**src/design/rlm_pkg.sv**
```systemverilog
// ----------------------------------------------------------------------------
// rlm_pkg
// Shared constants and types for the RAID5 LBA mapper.
// ----------------------------------------------------------------------------
package rlm_pkg;

   localparam int SECTOR_W  = 48;   // address fields on the ports
   localparam int SOFF_W    = 20;
   localparam int UOFF_W    = 16;
   localparam int DEV_W     = 4;
   localparam int CSR_W     = 6;    // widest register
   localparam int CSR_IDX_W = 3;

   localparam int ADDR_BITS_DEF   = 48;
   localparam int MAX_DEVICES_DEF = 16;

   // Quotient bits resolved per divider stage
   localparam int DIV_STEP = 4;

   localparam int UNIT_SHIFT_MAX = 16;
   localparam int DEV_MIN        = 3;
   localparam int ZONE_SHIFT_MIN = 8;
   localparam int ZONE_SHIFT_MAX = 40;

   localparam int RST_UNIT_SHIFT  = 7;
   localparam int RST_DEV_COUNT   = 5;
   localparam int RST_LZONE_SHIFT = 24;
   localparam int RST_PZONE_SHIFT = 22;

   typedef enum logic [CSR_IDX_W-1:0] {
      CSR_UNIT_SHIFT   = 3'd0,
      CSR_DEVICE_COUNT = 3'd1,
      CSR_LZONE_SHIFT  = 3'd2,
      CSR_PZONE_SHIFT  = 3'd3,
      CSR_FIXED_PARITY = 3'd4
   } csr_index_type;

endpackage

```
**src/design/rlm_req_if.sv**
```systemverilog
// ----------------------------------------------------------------------------
// rlm_req_if
// Request channel: one logical sector address per word.
// ----------------------------------------------------------------------------
interface rlm_req_if;
   import rlm_pkg::*;
   logic                valid;
   logic                ready;
   logic [SECTOR_W-1:0] logical_sector;

   modport source (output valid, output logical_sector, input ready);
   modport sink   (input valid, input logical_sector, output ready);
endinterface

```
**src/design/rlm_rsp_if.sv**
```systemverilog
// ----------------------------------------------------------------------------
// rlm_rsp_if
// Response channel: one mapped location per word.
// ----------------------------------------------------------------------------
interface rlm_rsp_if;
   import rlm_pkg::*;
   logic                valid;
   logic                ready;
   logic [SECTOR_W-1:0] zone_index;
   logic [SECTOR_W-1:0] stripe_index;
   logic [SECTOR_W-1:0] unit_index;
   logic [DEV_W-1:0]    parity_device;
   logic [DEV_W-1:0]    data_device;
   logic [DEV_W-1:0]    device_sequence;
   logic [SECTOR_W-1:0] physical_sector;
   logic [SOFF_W-1:0]   stripe_offset;
   logic [UOFF_W-1:0]   unit_offset;
   logic                last_unit;

   modport source (output valid, output zone_index, output stripe_index,
                   output unit_index, output parity_device, output data_device,
                   output device_sequence, output physical_sector,
                   output stripe_offset, output unit_offset, output last_unit,
                   input ready);
   modport sink   (input valid, input zone_index, input stripe_index,
                   input unit_index, input parity_device, input data_device,
                   input device_sequence, input physical_sector,
                   input stripe_offset, input unit_offset, input last_unit,
                   output ready);
endinterface

```
**src/design/rlm_div_stage.sv**
```systemverilog
// ----------------------------------------------------------------------------
// rlm_div_stage
// One registered stage of the restoring divider: DIV_STEP quotient bits of
// unit / (dc-1), plus running residues of quotient and zone modulo dc.
// ----------------------------------------------------------------------------
module rlm_div_stage import rlm_pkg::*; #(
   parameter int AW  = ADDR_BITS_DEF,
   parameter int DW  = 5,
   parameter int NB  = 48,
   parameter int STG = 0
) (
   input  logic              clock,
   input  logic              reset,
   input  logic              adv,
   input  logic [DW-1:0]     dsr,
   input  logic [DW-1:0]     dc,
   input  logic              prev_valid,
   input  logic [AW-1:0]     prev_unit,
   input  logic [AW-1:0]     prev_zone,
   input  logic [UOFF_W-1:0] prev_uoff,
   input  logic [AW-1:0]     prev_quot,
   input  logic [DW-1:0]     prev_rem,
   input  logic [DW-1:0]     prev_qmod,
   input  logic [DW-1:0]     prev_zmod,
   output logic              next_valid,
   output logic [AW-1:0]     next_unit,
   output logic [AW-1:0]     next_zone,
   output logic [UOFF_W-1:0] next_uoff,
   output logic [AW-1:0]     next_quot,
   output logic [DW-1:0]     next_rem,
   output logic [DW-1:0]     next_qmod,
   output logic [DW-1:0]     next_zmod
);

   localparam int HI = NB - 1 - STG * DIV_STEP;

   logic [NB-1:0]       unit_pad, zone_pad;
   logic [DIV_STEP-1:0] ubits, zbits;
   logic                valid_ff;
   logic [AW-1:0]       unit_ff, zone_ff, quot_ff, quot_in;
   logic [UOFF_W-1:0]   uoff_ff;
   logic [DW-1:0]       rem_ff, qmod_ff, zmod_ff, rem_in, qmod_in, zmod_in;

   assign unit_pad = NB'(prev_unit);
   assign zone_pad = NB'(prev_zone);
   assign ubits    = unit_pad[HI -: DIV_STEP];
   assign zbits    = zone_pad[HI -: DIV_STEP];

   always_comb begin
      logic [DW:0] rw, qw, zw;
      logic        qb;
      rem_in  = prev_rem;
      qmod_in = prev_qmod;
      zmod_in = prev_zmod;
      quot_in = prev_quot;
      for (int k = 0; k < DIV_STEP; k++) begin
         rw = {rem_in, ubits[DIV_STEP-1-k]};
         qb = (rw >= {1'b0, dsr});
         if (qb) begin
            rw = rw - {1'b0, dsr};
         end
         rem_in  = rw[DW-1:0];
         quot_in = {quot_in[AW-2:0], qb};
         qw = {qmod_in, qb};
         if (qw >= {1'b0, dc}) begin
            qw = qw - {1'b0, dc};
         end
         qmod_in = qw[DW-1:0];
         zw = {zmod_in, zbits[DIV_STEP-1-k]};
         if (zw >= {1'b0, dc}) begin
            zw = zw - {1'b0, dc};
         end
         zmod_in = zw[DW-1:0];
      end
   end

   always_ff @(posedge clock) begin
      if (reset) begin
         valid_ff <= 1'b0;
      end else if (adv) begin
         valid_ff <= prev_valid;
      end
   end

   always_ff @(posedge clock) begin
      if (adv) begin
         unit_ff <= prev_unit;
         zone_ff <= prev_zone;
         uoff_ff <= prev_uoff;
         quot_ff <= quot_in;
         rem_ff  <= rem_in;
         qmod_ff <= qmod_in;
         zmod_ff <= zmod_in;
      end
   end

   assign next_valid = valid_ff;
   assign next_unit  = unit_ff;
   assign next_zone  = zone_ff;
   assign next_uoff  = uoff_ff;
   assign next_quot  = quot_ff;
   assign next_rem   = rem_ff;
   assign next_qmod  = qmod_ff;
   assign next_zmod  = zmod_ff;

endmodule

```
**src/design/raid5_lba_mapper.sv**
```systemverilog
// ----------------------------------------------------------------------------
// raid5_lba_mapper
// Maps a logical sector to zone, stripe, unit, parity/data device and
// physical sector in a zoned RAID5 (or RAID4) array.
// ----------------------------------------------------------------------------
// Fully pipelined: one word in and one word out per cycle unless the
// response side stalls, through stage 0, the divider stages, F1 and the
// output register. The stripe divider is a restoring divider by
// device_count-1 that resolves four quotient bits per stage; the residues
// of stripe and zone modulo device_count ride along in the same stages.
// A stall on the response side freezes the whole pipe; req ready follows
// rsp ready whenever the output register holds a word. Registers are
// clamped into range when written and must only be changed while idle.
// ----------------------------------------------------------------------------
module raid5_lba_mapper import rlm_pkg::*; #(
   parameter int ADDR_BITS   = ADDR_BITS_DEF,
   parameter int MAX_DEVICES = MAX_DEVICES_DEF
) (
   input  logic                 clock,
   input  logic                 reset,
   input  logic                 csr_we,
   input  logic [CSR_IDX_W-1:0] csr_index,
   input  logic [CSR_W-1:0]     csr_data,
   rlm_req_if.sink              req_chan,
   rlm_rsp_if.source            rsp_chan
);

   localparam int AW   = ADDR_BITS;
   localparam int DW   = $clog2(MAX_DEVICES + 1);
   localparam int NSTG = (AW + DIV_STEP - 1) / DIV_STEP;
   localparam int NB   = NSTG * DIV_STEP;
   localparam int SW   = DW + UOFF_W + 1;
   localparam int DC_RST = (RST_DEV_COUNT > MAX_DEVICES) ? MAX_DEVICES : RST_DEV_COUNT;

   // ---------------- configuration, clamped on write ----------------
   logic [4:0]    us_ff;
   logic [DW-1:0] dc_ff, dsr_ff;   // device count, data units per stripe
   logic [5:0]    lzs_ff, pzs_ff;
   logic          fixed_ff;
   logic [4:0]    v5;
   logic [5:0]    v6;

   assign v5 = csr_data[4:0];
   assign v6 = csr_data[5:0];

   always_ff @(posedge clock) begin
      if (reset) begin
         us_ff    <= 5'(RST_UNIT_SHIFT);
         dc_ff    <= DW'(DC_RST);
         dsr_ff   <= DW'(DC_RST - 1);
         lzs_ff   <= 6'(RST_LZONE_SHIFT);
         pzs_ff   <= 6'(RST_PZONE_SHIFT);
         fixed_ff <= 1'b0;
      end else if (csr_we) begin
         case (csr_index_type'(csr_index))
            CSR_UNIT_SHIFT: begin
               us_ff <= (int'(v5) > UNIT_SHIFT_MAX) ? 5'(UNIT_SHIFT_MAX) : v5;
            end
            CSR_DEVICE_COUNT: begin
               if (int'(v5) < DEV_MIN) begin
                  dc_ff  <= DW'(DEV_MIN);
                  dsr_ff <= DW'(DEV_MIN - 1);
               end else if (int'(v5) > MAX_DEVICES) begin
                  dc_ff  <= DW'(MAX_DEVICES);
                  dsr_ff <= DW'(MAX_DEVICES - 1);
               end else begin
                  dc_ff  <= DW'(v5);
                  dsr_ff <= DW'(v5 - 5'd1);
               end
            end
            CSR_LZONE_SHIFT: begin
               lzs_ff <= (int'(v6) < ZONE_SHIFT_MIN) ? 6'(ZONE_SHIFT_MIN) :
                         (int'(v6) > ZONE_SHIFT_MAX) ? 6'(ZONE_SHIFT_MAX) : v6;
            end
            CSR_PZONE_SHIFT: begin
               pzs_ff <= (int'(v6) < ZONE_SHIFT_MIN) ? 6'(ZONE_SHIFT_MIN) :
                         (int'(v6) > ZONE_SHIFT_MAX) ? 6'(ZONE_SHIFT_MAX) : v6;
            end
            CSR_FIXED_PARITY: begin
               fixed_ff <= csr_data[0];
            end
            default: begin
            end
         endcase
      end
   end

   // ---------------- pipe control ----------------
   logic o_valid_ff;
   logic adv;

   assign adv            = !o_valid_ff || rsp_chan.ready;
   assign req_chan.ready = adv;

   // ---------------- stage 0: split address ----------------
   logic [AW-1:0]     lba, zoff;
   logic              s0_valid_ff;
   logic [AW-1:0]     s0_unit_ff, s0_zone_ff;
   logic [UOFF_W-1:0] s0_uoff_ff;

   assign lba  = AW'(req_chan.logical_sector);
   assign zoff = lba & ~({AW{1'b1}} << lzs_ff);

   always_ff @(posedge clock) begin
      if (reset) begin
         s0_valid_ff <= 1'b0;
      end else if (adv) begin
         s0_valid_ff <= req_chan.valid;
      end
   end

   always_ff @(posedge clock) begin
      if (adv) begin
         s0_zone_ff <= lba >> lzs_ff;
         s0_unit_ff <= zoff >> us_ff;
         s0_uoff_ff <= zoff[UOFF_W-1:0] & ~({UOFF_W{1'b1}} << us_ff);
      end
   end

   // ---------------- divider stages ----------------
   logic              dv_valid [0:NSTG];
   logic [AW-1:0]     dv_unit  [0:NSTG];
   logic [AW-1:0]     dv_zone  [0:NSTG];
   logic [UOFF_W-1:0] dv_uoff  [0:NSTG];
   logic [AW-1:0]     dv_quot  [0:NSTG];
   logic [DW-1:0]     dv_rem   [0:NSTG];
   logic [DW-1:0]     dv_qmod  [0:NSTG];
   logic [DW-1:0]     dv_zmod  [0:NSTG];

   assign dv_valid[0] = s0_valid_ff;
   assign dv_unit[0]  = s0_unit_ff;
   assign dv_zone[0]  = s0_zone_ff;
   assign dv_uoff[0]  = s0_uoff_ff;
   assign dv_quot[0]  = '0;
   assign dv_rem[0]   = '0;
   assign dv_qmod[0]  = '0;
   assign dv_zmod[0]  = '0;

   for (genvar g = 0; g < NSTG; g++) begin : g_div
      rlm_div_stage #(.AW(AW), .DW(DW), .NB(NB), .STG(g)) u_stage (
         .clock      (clock),
         .reset      (reset),
         .adv        (adv),
         .dsr        (dsr_ff),
         .dc         (dc_ff),
         .prev_valid (dv_valid[g]),
         .prev_unit  (dv_unit[g]),
         .prev_zone  (dv_zone[g]),
         .prev_uoff  (dv_uoff[g]),
         .prev_quot  (dv_quot[g]),
         .prev_rem   (dv_rem[g]),
         .prev_qmod  (dv_qmod[g]),
         .prev_zmod  (dv_zmod[g]),
         .next_valid (dv_valid[g+1]),
         .next_unit  (dv_unit[g+1]),
         .next_zone  (dv_zone[g+1]),
         .next_uoff  (dv_uoff[g+1]),
         .next_quot  (dv_quot[g+1]),
         .next_rem   (dv_rem[g+1]),
         .next_qmod  (dv_qmod[g+1]),
         .next_zmod  (dv_zmod[g+1])
      );
   end

   // ---------------- F1: rotation sum, shifted terms ----------------
   logic              f1_valid_ff;
   logic [AW-1:0]     f1_zone_ff, f1_unit_ff, f1_stripe_ff, f1_zsh_ff, f1_su_ff;
   logic [UOFF_W-1:0] f1_uoff_ff;
   logic [DW-1:0]     f1_rem_ff, f1_rot_ff, rot_in;
   logic [DW:0]       rot_sum;

   // (stripe + zone) mod dc from the two residues
   assign rot_sum = {1'b0, dv_qmod[NSTG]} + {1'b0, dv_zmod[NSTG]};
   assign rot_in  = (rot_sum >= {1'b0, dc_ff}) ? DW'(rot_sum - {1'b0, dc_ff})
                                               : rot_sum[DW-1:0];

   always_ff @(posedge clock) begin
      if (reset) begin
         f1_valid_ff <= 1'b0;
      end else if (adv) begin
         f1_valid_ff <= dv_valid[NSTG];
      end
   end

   always_ff @(posedge clock) begin
      if (adv) begin
         f1_zone_ff   <= dv_zone[NSTG];
         f1_unit_ff   <= dv_unit[NSTG];
         f1_stripe_ff <= dv_quot[NSTG];
         f1_uoff_ff   <= dv_uoff[NSTG];
         f1_rem_ff    <= dv_rem[NSTG];
         f1_rot_ff    <= rot_in;
         f1_zsh_ff    <= dv_zone[NSTG] << pzs_ff;
         // low us bits of the shifted stripe are zero, so OR adds the offset
         f1_su_ff     <= (dv_quot[NSTG] << us_ff) | AW'(dv_uoff[NSTG]);
      end
   end

   // ---------------- F2: devices, offsets, output register ----------------
   logic [DW-1:0] parity_in, data_in, seq_in;
   logic [DW:0]   dsum;
   logic [SW-1:0] soff_in;
   logic          last_in;

   always_comb begin
      parity_in = fixed_ff ? (dc_ff - 1'b1) : (dc_ff - 1'b1 - f1_rot_ff);
      dsum      = {1'b0, parity_in} + {1'b0, f1_rem_ff} + 1'b1;
      data_in   = (dsum >= {1'b0, dc_ff}) ? DW'(dsum - {1'b0, dc_ff}) : dsum[DW-1:0];
      seq_in    = (data_in >= parity_in) ? (data_in - parity_in)
                                         : (dc_ff - parity_in + data_in);
      soff_in   = (SW'(f1_rem_ff) << us_ff) + SW'(f1_uoff_ff);
      // last unit of the stripe is data unit dc-2
      last_in   = (f1_rem_ff == dsr_ff - 1'b1);
   end

   logic [AW-1:0]     o_zone_ff, o_stripe_ff, o_unit_ff, o_phys_ff;
   logic [DW-1:0]     o_parity_ff, o_data_ff, o_seq_ff;
   logic [SOFF_W-1:0] o_soff_ff;
   logic [UOFF_W-1:0] o_uoff_ff;
   logic              o_last_ff;

   always_ff @(posedge clock) begin
      if (reset) begin
         o_valid_ff <= 1'b0;
      end else if (adv) begin
         o_valid_ff <= f1_valid_ff;
      end
   end

   always_ff @(posedge clock) begin
      if (adv) begin
         o_zone_ff   <= f1_zone_ff;
         o_stripe_ff <= f1_stripe_ff;
         o_unit_ff   <= f1_unit_ff;
         o_phys_ff   <= f1_zsh_ff + f1_su_ff;
         o_parity_ff <= parity_in;
         o_data_ff   <= data_in;
         o_seq_ff    <= seq_in;
         o_soff_ff   <= SOFF_W'(soff_in);
         o_uoff_ff   <= f1_uoff_ff;
         o_last_ff   <= last_in;
      end
   end

   assign rsp_chan.valid           = o_valid_ff;
   assign rsp_chan.zone_index      = SECTOR_W'(o_zone_ff);
   assign rsp_chan.stripe_index    = SECTOR_W'(o_stripe_ff);
   assign rsp_chan.unit_index      = SECTOR_W'(o_unit_ff);
   assign rsp_chan.physical_sector = SECTOR_W'(o_phys_ff);
   assign rsp_chan.parity_device   = DEV_W'(o_parity_ff);
   assign rsp_chan.data_device     = DEV_W'(o_data_ff);
   assign rsp_chan.device_sequence = DEV_W'(o_seq_ff);
   assign rsp_chan.stripe_offset   = o_soff_ff;
   assign rsp_chan.unit_offset     = o_uoff_ff;
   assign rsp_chan.last_unit       = o_last_ff;

   // ---------------- checks ----------------
   a_data_not_parity: assert property (@(posedge clock) disable iff (reset)
      o_valid_ff |-> (o_data_ff != o_parity_ff))
      else $error("data device equals parity device");

   a_seq_range: assert property (@(posedge clock) disable iff (reset)
      o_valid_ff |-> (o_seq_ff != '0 && o_seq_ff < dc_ff))
      else $error("device sequence out of range");

   a_raid4_parity: assert property (@(posedge clock) disable iff (reset)
      (o_valid_ff && fixed_ff) |-> (o_parity_ff == dc_ff - 1'b1))
      else $error("fixed parity not on last device");

   a_accept_enters: assert property (@(posedge clock) disable iff (reset)
      (req_chan.valid && req_chan.ready) |=> s0_valid_ff)
      else $error("accepted word lost at pipe entry");

endmodule

```
**src/flat_wrapper.sv**
```systemverilog
// flat-port wrapper written by rule: the top's interface ports become plain ports
module raid5_lba_mapper_flat import rlm_pkg::*;
#(
   parameter int ADDR_BITS   = ADDR_BITS_DEF,
   parameter int MAX_DEVICES = MAX_DEVICES_DEF
)
  (clock, reset, csr_we, csr_index, csr_data, req_chan_valid, req_chan_logical_sector, req_chan_ready, rsp_chan_valid, rsp_chan_zone_index, rsp_chan_stripe_index, rsp_chan_unit_index, rsp_chan_parity_device, rsp_chan_data_device, rsp_chan_device_sequence, rsp_chan_physical_sector, rsp_chan_stripe_offset, rsp_chan_unit_offset, rsp_chan_last_unit, rsp_chan_ready);
  rlm_req_if req_chan_i ();
  rlm_rsp_if rsp_chan_i ();
  input  logic clock;
  input  logic reset;
  input  logic csr_we;
  input  logic [CSR_IDX_W-1:0] csr_index;
  input  logic [CSR_W-1:0] csr_data;
  input wire logic [$bits(req_chan_i.valid)-1:0] req_chan_valid;
  input wire logic [$bits(req_chan_i.logical_sector)-1:0] req_chan_logical_sector;
  output wire logic [$bits(req_chan_i.ready)-1:0] req_chan_ready;
  output wire logic [$bits(rsp_chan_i.valid)-1:0] rsp_chan_valid;
  output wire logic [$bits(rsp_chan_i.zone_index)-1:0] rsp_chan_zone_index;
  output wire logic [$bits(rsp_chan_i.stripe_index)-1:0] rsp_chan_stripe_index;
  output wire logic [$bits(rsp_chan_i.unit_index)-1:0] rsp_chan_unit_index;
  output wire logic [$bits(rsp_chan_i.parity_device)-1:0] rsp_chan_parity_device;
  output wire logic [$bits(rsp_chan_i.data_device)-1:0] rsp_chan_data_device;
  output wire logic [$bits(rsp_chan_i.device_sequence)-1:0] rsp_chan_device_sequence;
  output wire logic [$bits(rsp_chan_i.physical_sector)-1:0] rsp_chan_physical_sector;
  output wire logic [$bits(rsp_chan_i.stripe_offset)-1:0] rsp_chan_stripe_offset;
  output wire logic [$bits(rsp_chan_i.unit_offset)-1:0] rsp_chan_unit_offset;
  output wire logic [$bits(rsp_chan_i.last_unit)-1:0] rsp_chan_last_unit;
  input wire logic [$bits(rsp_chan_i.ready)-1:0] rsp_chan_ready;
  assign req_chan_i.valid = req_chan_valid;
  assign req_chan_i.logical_sector = req_chan_logical_sector;
  assign req_chan_ready = req_chan_i.ready;
  assign rsp_chan_valid = rsp_chan_i.valid;
  assign rsp_chan_zone_index = rsp_chan_i.zone_index;
  assign rsp_chan_stripe_index = rsp_chan_i.stripe_index;
  assign rsp_chan_unit_index = rsp_chan_i.unit_index;
  assign rsp_chan_parity_device = rsp_chan_i.parity_device;
  assign rsp_chan_data_device = rsp_chan_i.data_device;
  assign rsp_chan_device_sequence = rsp_chan_i.device_sequence;
  assign rsp_chan_physical_sector = rsp_chan_i.physical_sector;
  assign rsp_chan_stripe_offset = rsp_chan_i.stripe_offset;
  assign rsp_chan_unit_offset = rsp_chan_i.unit_offset;
  assign rsp_chan_last_unit = rsp_chan_i.last_unit;
  assign rsp_chan_i.ready = rsp_chan_ready;
  raid5_lba_mapper #(.ADDR_BITS(ADDR_BITS), .MAX_DEVICES(MAX_DEVICES)) u_core (.clock(clock), .reset(reset), .csr_we(csr_we), .csr_index(csr_index), .csr_data(csr_data), .req_chan(req_chan_i), .rsp_chan(rsp_chan_i));
endmodule
```
**config.mk**
```make
export PLATFORM = sky130hd
export DESIGN_NAME = raid5_lba_mapper_flat
export DESIGN_NICKNAME = d
export VERILOG_FILES = /design/src/design/rlm_pkg.sv /design/src/design/rlm_req_if.sv /design/src/design/rlm_rsp_if.sv /design/src/design/rlm_div_stage.sv /design/src/design/raid5_lba_mapper.sv /design/src/flat_wrapper.sv
export SDC_FILE = /design/constraint.sdc
export NUM_CORES = 2
export LEC_CHECK = 0
export ABC_AREA = 1
export BUFFER_PORTS_ARGS = -buffer_cell sky130_fd_sc_hd__clkbuf_2
export CELL_PAD_IN_SITES_DETAIL_PLACEMENT = 1
export CELL_PAD_IN_SITES_GLOBAL_PLACEMENT = 1
export CORE_ASPECT_RATIO = 0.7
export CORE_UTILIZATION = 40
export CTS_CLUSTER_DIAMETER = 60
export DETAILED_ROUTE_END_ITERATION = 10
export HOLD_SLACK_MARGIN = 0.05
export PLACE_DENSITY_LB_ADDON = 0.1
export SYNTH_ARGS = -nofsm -noshare
export SYNTH_HDL_FRONTEND = slang
export SYNTH_SLANG_ARGS = --single-unit
export TNS_END_PERCENT = 5
```
**constraint.sdc**
```tcl
create_clock -name clock -period 90.3 [get_ports clock]
set_input_delay 4.515 -clock clock [delete_from_list [all_inputs] [get_ports clock]]
set_output_delay 4.515 -clock clock [all_outputs]
set_load 0.1 [all_outputs]
```
# Word-level counts from Yosys, hierarchy flattened
# Index checks and enable logic that the tools add are counted.
[classes]
add_sub_neg = 158
magnitude_cmp = 151
n_eq_ne = 5
shift = 7
muxes = 154
bitwise_logic = 5
n_reduce_logical = 8
[ops]
columns = ["op", "count"]
rows = [
  ["$ge 6x5->1", 143],
  ["$mux 5", 151],
  ["$sub 5x5->5", 144],
  ["$add 48x48->48", 1],
  ["$and 48x48->48", 1],
  ["$not 48->48", 1],
  ["$or 48x16->48", 1],
  ["$shl 48x5->48", 1],
  ["$shl 48x6->48", 1],
  ["$shl 48x6->48 const A", 1],
  ["$shr 48x5->48", 1],
  ["$shr 48x6->48", 1],
  ["$add 20x16->20", 1],
  ["$shl 5x5->20", 1],
  ["$and 16x16->16", 1],
  ["$not 16->16", 1],
  ["$shl 16x5->16 const A", 1],
  ["$ge 1x5->1", 3],
  ["$sub 1x5->5", 3],
  ["$sub 5x1->5 const B", 3],
  ["$add 5x5->6", 2],
  ["$mux 6", 2],
  ["$reduce_and 2->1", 5],
  ["$sub 4x4->4", 2],
  ["other kinds (15)", 16],
]
[word_totals]
regBits = 2498
out_inout_bits = 243

# Depth between registers and ports, before layout
[depth]
word_depth = 9
depth_mapped = 49
ltp_nobuf = 49

# Modules after synthesis
# A second synthesis with hierarchy kept.
[hier_totals]
hier_cells = 12909
hier_area_um2 = 140020.5
[modules_own_cells]
columns = ["mod", "n_inst", "cells_each", "area_per_inst_um2"]
rows = [
  ["rlm_div_stage at u_core.g_div[0].u_stage ...", 8, 718, 8578.2],
  ["raid5_lba_mapper", 1, 4317, 37073.1],
  ["rlm_div_stage at u_core.g_div[4].u_stage ...", 2, 695, 8486.9],
  ["rlm_div_stage at u_core.g_div[9].u_stage", 1, 736, 8693.3],
  ["rlm_div_stage at u_core.g_div[3].u_stage", 1, 722, 8654.6],
]

# Worst setup path after synthesis
# OpenSTA, ideal clock, no wires.
[synth_timing]
path_type = "input port to output port"
from = "input rsp_chan_ready"
to = "output req_chan_ready"
t_arrival_ns = 71.557
path_slack_ns = 14.228
stages = 3
path_cell_list = "nor2_1 -> inv_1 -> clkbuf_1"
[synth_via]
elab_chain_cells = 1
[synth_lines]
columns = ["item", "line", "text"]
rows = [
  ["start: declaration", "flat_wrapper.sv:29", "input wire logic [$bits(rsp_chan_i.ready)-1:0] rsp_chan_ready;"],
  ["$logic_or 1x1->1", "raid5_lba_mapper.sv:92", "assign adv = !o_valid_ff || rsp_chan.ready;"],
  ["end: declaration", "flat_wrapper.sv:17", "output wire logic [$bits(req_chan_i.ready)-1:0] req_chan_ready;"],
]
# No other way between the ends.

# Worst setup path in the final report
# Same ends and word-level chain as after synthesis.

==> reports/metrics.csv <==
metric,value,unit
outcome,finished with violations,
violated checks,slew limit,
die width,678,um
grt ovf,0,
full die area,0.322,sq mm
Row Count,173,
CP bufs+invs,4,
Detail Route Antenna Nets,0,
post-DP HPWL,281000,um
count of flip-flops with a built-in enable after synthesis,2455,
Seq cells post-synth,2498,
Clock Sinks,2498,
H-tree Lvls,5,
setup TNS,0,ps
final setup skew,65.2,ps
Layout area overhead,12.0,%
fin util,45.1,%
Mapped Nets,12825,
clock slew at reported path FFs,60,ps
IO Count,305,
largest net degree at the start of global routing,169,
synthesized area,0.128,sq mm
Crit path max-delay family,buffers and inverters,
max_slew headroom,-2.83,%
Yosys warnings,0,
Filler cells,34470,
Setup-failing EPs final,0,
core area,0.318,sq mm
fin cells,16688,
WL final,371000,um
WS Path Type,in -> out,
cell mode on critical path,clkbuf_2,
vias,87521,
synthesized area per cell,10.8,sq um
Vias/cell,5.24,
Worst path max stage delay,580,ps
Post-CTS Repair Setup Buffers,0,
routed length on met1,182000,um
maxcap violations,0,
WL met3,14900,um
final hold vios,0,
1st-pass router iterations,5,
post-CTS resize count,0,
multi-input logic area,0.0482,sq mm
CTS tree,built,
Final Max Slew Viols,1,
number of port buffers,304,
final worst-path cycle share,11.4,%
CP required,85780,ps
Nets,13298,
Initial DRC Count,6268,
CP max-delay cell,clkbuf_2,
min Tclk post-route,10290,ps
GPL Wtd Cong,0.912,
worst slew pin tran,1540,ps
Synth Flop Type,edfxtp_1,
crit path launch type,input pin,
initial antenna violation count,30,
Mapped Cells,11801,
dpl cells,16200,
"Max FO, Critical Path",34,
WP data arrival,5770,ps
Top Metal Used,met4,
share of layout cells above drive strength 1,9.98,%
"Clk Latency, worst-skew pair",880,ps
post-placement setup slack,79900,ps
crit end category,output pin,
total global-route track usage,22.7,%
Die Y,475,um
f_max,97.2,MHz
Clock Tree Buf Depth,4,
post-synthesis sequential area ratio,58.3,%
wire per inst,22.2,um
Initial Util,40.3,%
RSZ-0062 raised after global routing,no,
CTS Buf Count,272,
# hold bufs at CTS,0,
number of global-route vias before repair,89282,
crit path cell chain,"clkbuf_2, nor2_1, buf_4, inv_8, clkbuf_2",
DRC Markers,0,
Reg area,0.0746,sq mm
Root Driver,clkbuf_16,
met2 wire length,164000,um
Hold Crit Class,reg -> reg,
setup ws final,80010,ps
global-route wire length before repair,557000,um
Yosys cell types,74,
async set or reset register ratio after synthesis,0,%
-- cell type report --
cell class / instances / share of cell area [%]
sequential: 2498 / 52.0
timing repair buffer: 414 / 1.68
tap: 4200 / 3.66
inverter: 1144 / 3.01
clock buffer: 334 / 5.04
antenna: 8 / 0.0140
multi-input combinational: 7944 / 33.6
clock inverter: 146 / 0.984
-- state kept, by name, indices dropped and copies added (netlist names), 60 cells and up --
name	flops
u_core.g_div.u_stage.next_zmod	60
u_core.g_div.u_stage.next_quot	312
u_core.g_div.u_stage.next_qmod	60
u_core.g_div.u_stage.next_uoff	192
u_core.g_div.u_stage.next_rem	60
u_core.g_div.u_stage.next_unit	576
u_core.g_div.u_stage.next_zone	576
-- cell families (layout without fill, tap and decap cells) --
| family | after synthesis | count (layout) | share of synthesized area [%] |
|---|---|---|---|
| buffers and inverters | 1359 | 2038 | 4.11 |
| XOR/XNOR | 425 | 425 | 2.91 |
| adder cells (fa/ha/maj) | 962 | 962 | 10.3 |
| multiplexers | 37 | 37 | 0.289 |
| other | 0 | 8 | 0 |
| AND/OR/NAND/NOR | 4781 | 4781 | 16.4 |
| AO/OA/AOI/OAI | 1739 | 1739 | 7.71 |
| flip-flops | 2498 | 2498 | 58.3 |
-- through the flow --
step	instance area, sq um	hold WS [ps]
2_1_floorplan	128000	400
4_1_cts	143000	390
6_report	143000	388
3_5_place_dp	135000	405
3_3_place_gp	135000	401
5_1_grt	143000	384
-- cells in the final DEF (no fill, tap or decap), drive strengths merged, types with 61 or more instances in the layout --
cell type / n
o21ai: 886
clkinv: 91
xor2: 265
buf: 110
ha: 810
edfxtp: 2455
nor2: 636
o211ai: 61
a21oi: 486
nand3: 908
o21bai: 63
nand2: 3002
fa: 152
clkbuf: 638
xnor2: 160
inv: 1169
-- metal layers --
metal,GRT usage (%),up-vias
met5,0,-
met1,33.6,43422
li1,-,42005
met2,35.4,1637
met3,2.59,457
met4,5.84,0
-- worst reg2reg max path, delay by kind of cell (launching register included) --
| family | cells | cell delay [ps] |
|---|---|---|
| fa+ha+maj | 6 | 1970 |
| buf+inv | 8 | 1820 |
| simple gates | 16 | 1810 |
| flops | 1 | 440 |
| compound gates | 13 | 3140 |
-- synthesized netlist by cell type, types with 70 or more instances --
cell | count | area [sq um]
o21ai_0 | 715 | 3580
nand2_2 | 74 | 463
a21oi_1 | 461 | 2310
xnor2_1 | 160 | 1400
edfxtp_1 | 2455 | 73700
inv_2 | 70 | 263
xor2_1 | 265 | 2320
o21ai_1 | 151 | 756
nor2_1 | 565 | 2120
nand2_1 | 2905 | 10900
nand3_1 | 827 | 4140
clkbuf_1 | 101 | 379
inv_1 | 1071 | 4020
ha_1 | 810 | 10100
fa_1 | 152 | 3040
-- worst paths after layout --
path | to | slack (ps) | cells past startpoint | start
setup / recovery | req_chan_ready | 80010 | 5 | rsp_chan_ready
setup reg to reg | u_core.g_div[4].u_stage.next_qmod[0]$_DFFE_PP_ | 80850 | 43 | u_core.dsr_ff[4]$_SDFFE_PP0P_
hold / removal | u_core.g_div[9].u_stage.next_uoff[5]$_DFFE_PP_ | 390 | 0 | u_core.g_div[8].u_stage.next_uoff[5]$_DFFE_PP_
hold reg to reg | u_core.g_div[9].u_stage.next_uoff[5]$_DFFE_PP_ | 390 | 0 | u_core.g_div[8].u_stage.next_uoff[5]$_DFFE_PP_
Power is not shown: default switching activity piles up to over one toggle a cycle in this logic, so the estimate is an artifact.
